<file path="src/sv/gfm_pkg.sv">
// Shared constants and types for the GF(2^128) multiplier.
package gfm_pkg;

    localparam int GFM_WIDTH = 128;          // field element width
    localparam int GFM_HALF = 64;            // width of one operand half
    localparam int GFM_STEPS_PER_CELL = 8;   // shift/add steps done by one cell
    localparam logic [7:0] GFM_REDUCE = 8'hE1;  // reflected x^7+x^2+x+1, top byte

    // Work item carried from cell to cell
    typedef struct packed {
        logic                 valid;
        logic [GFM_WIDTH-1:0] a;   // multiplier, consumed from the top bit
        logic [GFM_WIDTH-1:0] v;   // multiplicand times x^k, reduced
        logic [GFM_WIDTH-1:0] r;   // partial product
    } gfm_item_t;

endpackage

</file>
<file path="src/sv/gfm_cell.sv">
// One cell of the multiplier chain: a few shift-and-add steps, then a register.
module gfm_cell
    import gfm_pkg::*;
#(
    parameter int STEPS_PER_CELL = GFM_STEPS_PER_CELL
) (
    input  logic      aclk,
    input  logic      aresetn,
    input  logic      en,
    input  gfm_item_t item_in,
    output gfm_item_t item_out
);

    gfm_item_t item_reg;
    gfm_item_t item_next;

    always_comb begin
        logic [GFM_WIDTH-1:0] a_w;
        logic [GFM_WIDTH-1:0] v_w;
        logic [GFM_WIDTH-1:0] r_w;
        logic                 lsb;
        a_w = item_in.a;
        v_w = item_in.v;
        r_w = item_in.r;
        for (int i = 0; i < STEPS_PER_CELL; i++) begin
            if (a_w[GFM_WIDTH-1]) begin
                r_w = r_w ^ v_w;
            end
            lsb = v_w[0];
            v_w = v_w >> 1;
            if (lsb) begin
                v_w[GFM_WIDTH-1 -: 8] = v_w[GFM_WIDTH-1 -: 8] ^ GFM_REDUCE;
            end
            a_w = a_w << 1;
        end
        item_next.valid = item_in.valid;
        item_next.a     = a_w;
        item_next.v     = v_w;
        item_next.r     = r_w;
    end

    always_ff @(posedge aclk) begin
        if (!aresetn) begin
            item_reg.valid <= 1'b0;
        end else if (en) begin
            item_reg.valid <= item_next.valid;
        end
        if (en) begin
            item_reg.a <= item_next.a;
            item_reg.v <= item_next.v;
            item_reg.r <= item_next.r;
        end
    end

    assign item_out = item_reg;

endmodule

</file>
<file path="config.mk">
export PLATFORM = sky130hd
export DESIGN_NAME = gfm_cell
export DESIGN_NICKNAME = d
export VERILOG_FILES = /design/src/sv/gfm_pkg.sv /design/src/sv/gfm_cell.sv
export SDC_FILE = /design/constraint.sdc
export NUM_CORES = 1
export LEC_CHECK = 0
export BUFFER_PORTS_ARGS = -buffer_cell sky130_fd_sc_hd__buf_2
export CELL_PAD_IN_SITES_DETAIL_PLACEMENT = 1
export CELL_PAD_IN_SITES_GLOBAL_PLACEMENT = 2
export CORE_AREA = 3 3 296 298
export DETAILED_ROUTE_END_ITERATION = 10
export DIE_AREA = 0 0 299 301
export GPL_ROUTABILITY_DRIVEN = 0
export PLACE_DENSITY = 0.89
export SETUP_SLACK_MARGIN = 0.4
export SLEW_MARGIN = 20
export SYNTH_ARGS = -nofsm -noshare
export SYNTH_HDL_FRONTEND = slang
export SYNTH_SLANG_ARGS = --single-unit
export TNS_END_PERCENT = 50
</file>
<file path="constraint.sdc">
create_clock -name aclk -period 2.3 [get_ports aclk]
set_input_delay 0.115 -clock aclk [delete_from_list [all_inputs] [get_ports aclk]]
set_output_delay 0.115 -clock aclk [all_outputs]
set_load 0.05 [all_outputs]
</file>
# == Word-level counts from Yosys, hierarchy flattened ==
# Cells that the tools add are included.
# totals
reg_bits,377
inputBits,388
out_inout_bits,385
elab_cells,37
# op_classes
n_mux,16
bitwise_logic,16
# ops
op,count
2-to-1 mux 128 bit,8
XOR 128 bit,8
2-to-1 mux 8 bit,7
inverter 3 -> 4 bit,8
2-to-1 mux 7 bit,1

# == Logic depth before layout (Yosys ltp) ==
# logic_depth
word_depth,16
mapped_depth,8
ltp_nobuf,5

# == Least setup slack after synthesis ==
# Ideal clock, no wire load.
# synth_path
path_type,input to register
from,in item_in[129] (netlist bit)
to,reg item_reg (netlist bit item_out[125]) (data pin)
setup_ns,0.260
arrival_ns,1.300
required_ns,2.040
path_slack_ns,0.740
path_stages,6
path_buffers,1
cell_sequence,buf_4 xor3_1 nand2_1 xnor3_1 xnor2_1 xnor2_1
# synth_lines
element,line,text
from (decl),gfm_cell.sv:10,"input gfm_item_t item_in,"
to (decl),gfm_cell.sv:14,gfm_item_t item_reg;

==> run summary <==
Synth Area in Simple Gates -> 15.0%
status -> finished, final reports clean
synth warn -> 0
Post-DP HPWL -> 72000 um
Largest register FFs -> 377
number of synthesized register bits -> 377
xor and xnor area share after synthesis -> 36.3%
switching fraction of total power -> 41.0%
H-tree depth -> 2
Syn Inst Count -> 2708
period utilization -> 79.1%
most frequent cells in the layout -> nand2_1 (1010), xnor2_1 (760), buf_2 (755), edfxtp_1 (376), dlygate4sd3_1 (353)
Startpoint Class -> input pin
Synth Cell Area -> 25700 sq um
commonest non-fill, non-tap cell in the layout -> nand2_1
total grt overflow -> 0
I/O Pins -> 773
FFs w/ async S/R, synth -> 0%
largest family of logic cells by synthesized area -> XOR/XNOR gates
worst setup margin -> 0.480 ns
setup TNS -> 0 ns
Clk Latency, worst-skew pair -> 0.62 ns
leading cell types by total area after synthesis -> edfxtp_1 (44%), xnor2_1 (26%), nand2_1 (15%)
die area -> 90000 sq um
Setup WS pre-CTS -> 0.359 ns
drt first pass iters -> 5
crit path time final -> 1.82 ns
Peak VDD IR -> 0.627 mV
fmax -> 549 MHz
Comb pwr share -> 41.3%
WL/cell -> 22.6 um
Clock transition at path regs -> 0.07 ns
clk sink count -> 377
Critical Path AT -> 2.33 ns
GR peak layer -> met2
Final Total Pwr -> 0.0282 W
Synth cell types -> 29
Core ar. -> 85100 sq um
top_reg_cell synth -> edfxtp_1
Setup CP Type -> in -> reg
Num CTS Buffers -> 46
register area share after synthesis -> 44.0%
Max Slew Vio Count -> 0
worst hold path type -> in -> reg
Post-synth EDFFs -> 376
Setup Fix Bufs, Post-CTS -> 0
Flop pwr share -> 33.3%
largest net degree at the start of global routing -> 58
Mapped Avg Cell Area -> 9.49 sq um
Die Y -> 301 um
Switching Power -> 0.0116 W
DRC violations left -> 0
skew final -> 0 ns
endpoint type of the worst setup path -> register
RSZ-0062 raised after global routing -> no
final setup fails -> 0
Critical Path Fanout Max -> 49
final instance area -> 35900 sq um
M3 GR Usage -> 5.41%
Clk pwr share -> 25.4%
Initial Utilization -> 30.2%
clk buf depth -> 3
vias per cell -> 4.64
share of layout cells above drive strength 1 -> 24.5%
fraction of the mapped netlist area in adder cells -> 0%
Synth-to-Final Area Change -> 39.6%
# port buffers -> 764
post-synthesis mux area share -> 0.350%
Compound-Gate Fraction of Synth Area -> 0.346%
CP required -> 2.81 ns
routing usage on met1 -> 26.4%
Power Dens Cells -> 787 nW/um^2
Internal Power -> 0.0167 W
Row Count -> 107
Cell Area, Placed -> 30900 sq um
Max-cap violations -> 0
Routed Antenna Nets -> 0
Yosys top cell area share -> 43.9%
Yosys top cell by area -> edfxtp_1
gr usage total -> 23.8%
initial antenna violation count -> 29
Final Hold Fails -> 0
leakage -> 14.5 nW
met2 GRT Util -> 43.6%
footprint of the multi-input gates -> 13400 sq um
die span in x -> 299 um
# fillers -> 9969
CTS tree -> built
root buf cell -> clkbuf_16
via count -> 22734
vias in the first global route -> 24628
Storage cell area -> 11300 sq um
Routed WL -> 111000 um
first-pass GRT wire length -> 163000 um
flop-to-flop setup slack -> 1.14 ns
Nets -> 4104
drt initial violations -> 1380
[power groups by stage]
stage | Combinational (W) | Clock (W) | Sequential [W]
floorplan | 0.00436 | 0 | 0.0131
global placement | 0.0109 | 0 | 0.00942
detailed placement | 0.0110 | 0 | 0.00944
CTS | 0.0116 | 0.00714 | 0.00932
global route | 0.0123 | 0.00760 | 0.00947
finish | 0.0117 | 0.00717 | 0.00940
[worst max-delay path, cell delays in order]
cell	delay, ns
dlygate4sd3_1	0.63
buf_12	0.38
buf_12	0.31
mux2i_1	0.22
nor2b_1	0.06
dlygate4sd3_1	0.54
[per-stage QoR]
stage | instances | util, % | hold WS (ns)
final | 4902 | 42.1 | 0.0213
after global routing | 4895 | 42.1 | 0.0167
after CTS | 4889 | 42.1 | 0.00448
after detailed placement | 4459 | 36.3 | 0.293
after global placement | 4459 | 36.3 | 0.291
after floorplan | 2715 | - | 0.214
[cells by family after synthesis]
| family | after synthesis |
|---|---|
| compound gates | 14 |
| simple gates | 1020 |
| flops | 377 |
| xor+xnor | 1038 |
| buf+inv | 249 |
| other cells | 1 |
| mux | 9 |
[worst paths after layout]
kind                         startpoint                          to  cells past startpoint
max reg2reg  item_out[384]$_SDFFE_PN0P_  item_out[384]$_SDFFE_PN0P_                      3
max                                  en  item_out[384]$_SDFFE_PN0P_                      6
min                          item_in[0]       item_out[0]$_DFFE_PP_                      3
min reg2reg  item_out[384]$_SDFFE_PN0P_  item_out[384]$_SDFFE_PN0P_                      3
[metal layers]
metal / part of all wire, % / up-vias
met4: 4.4 / 22
met2: 52 / 844
met5: 0.15 / -
met1: 37 / 11281
met3: 6.7 / 214
li1: - / 10373
[layout make-up]
| class | count | share of cell area, % |
|---|---|---|
| diodes | 13 | 0.0906 |
| clock buffers | 51 | 3.26 |
| clock inverters | 26 | 0.589 |
| inverters | 5 | 0.0523 |
| multi-input cells | 2089 | 37.3 |
| flip-flops and latches | 377 | 31.5 |
| well taps | 1144 | 3.99 |
| repair buffers | 1197 | 23.2 |
[synthesized netlist by cell type (all sizes together), types with 3 or more instances]
| library cell | number |
|---|---|
| nand2 | 1010 |
| a22oi | 3 |
| clkbuf | 159 |
| edfxtp | 376 |
| nor2 | 3 |
| xnor2 | 761 |
| nor2b | 4 |
| inv | 5 |
| o21ai | 4 |
| xnor3 | 7 |
| xor2 | 267 |
| mux2i | 9 |
| buf | 85 |
| xor3 | 3 |
[repair_timing]
item	4_1_cts	5_1_grt
setup endpoints to repair	0	1
gates resized for setup	0	1
hold buffers	353	0
endpoints found under the hold margin	384	0
Power figures use the tool's default switching activity.
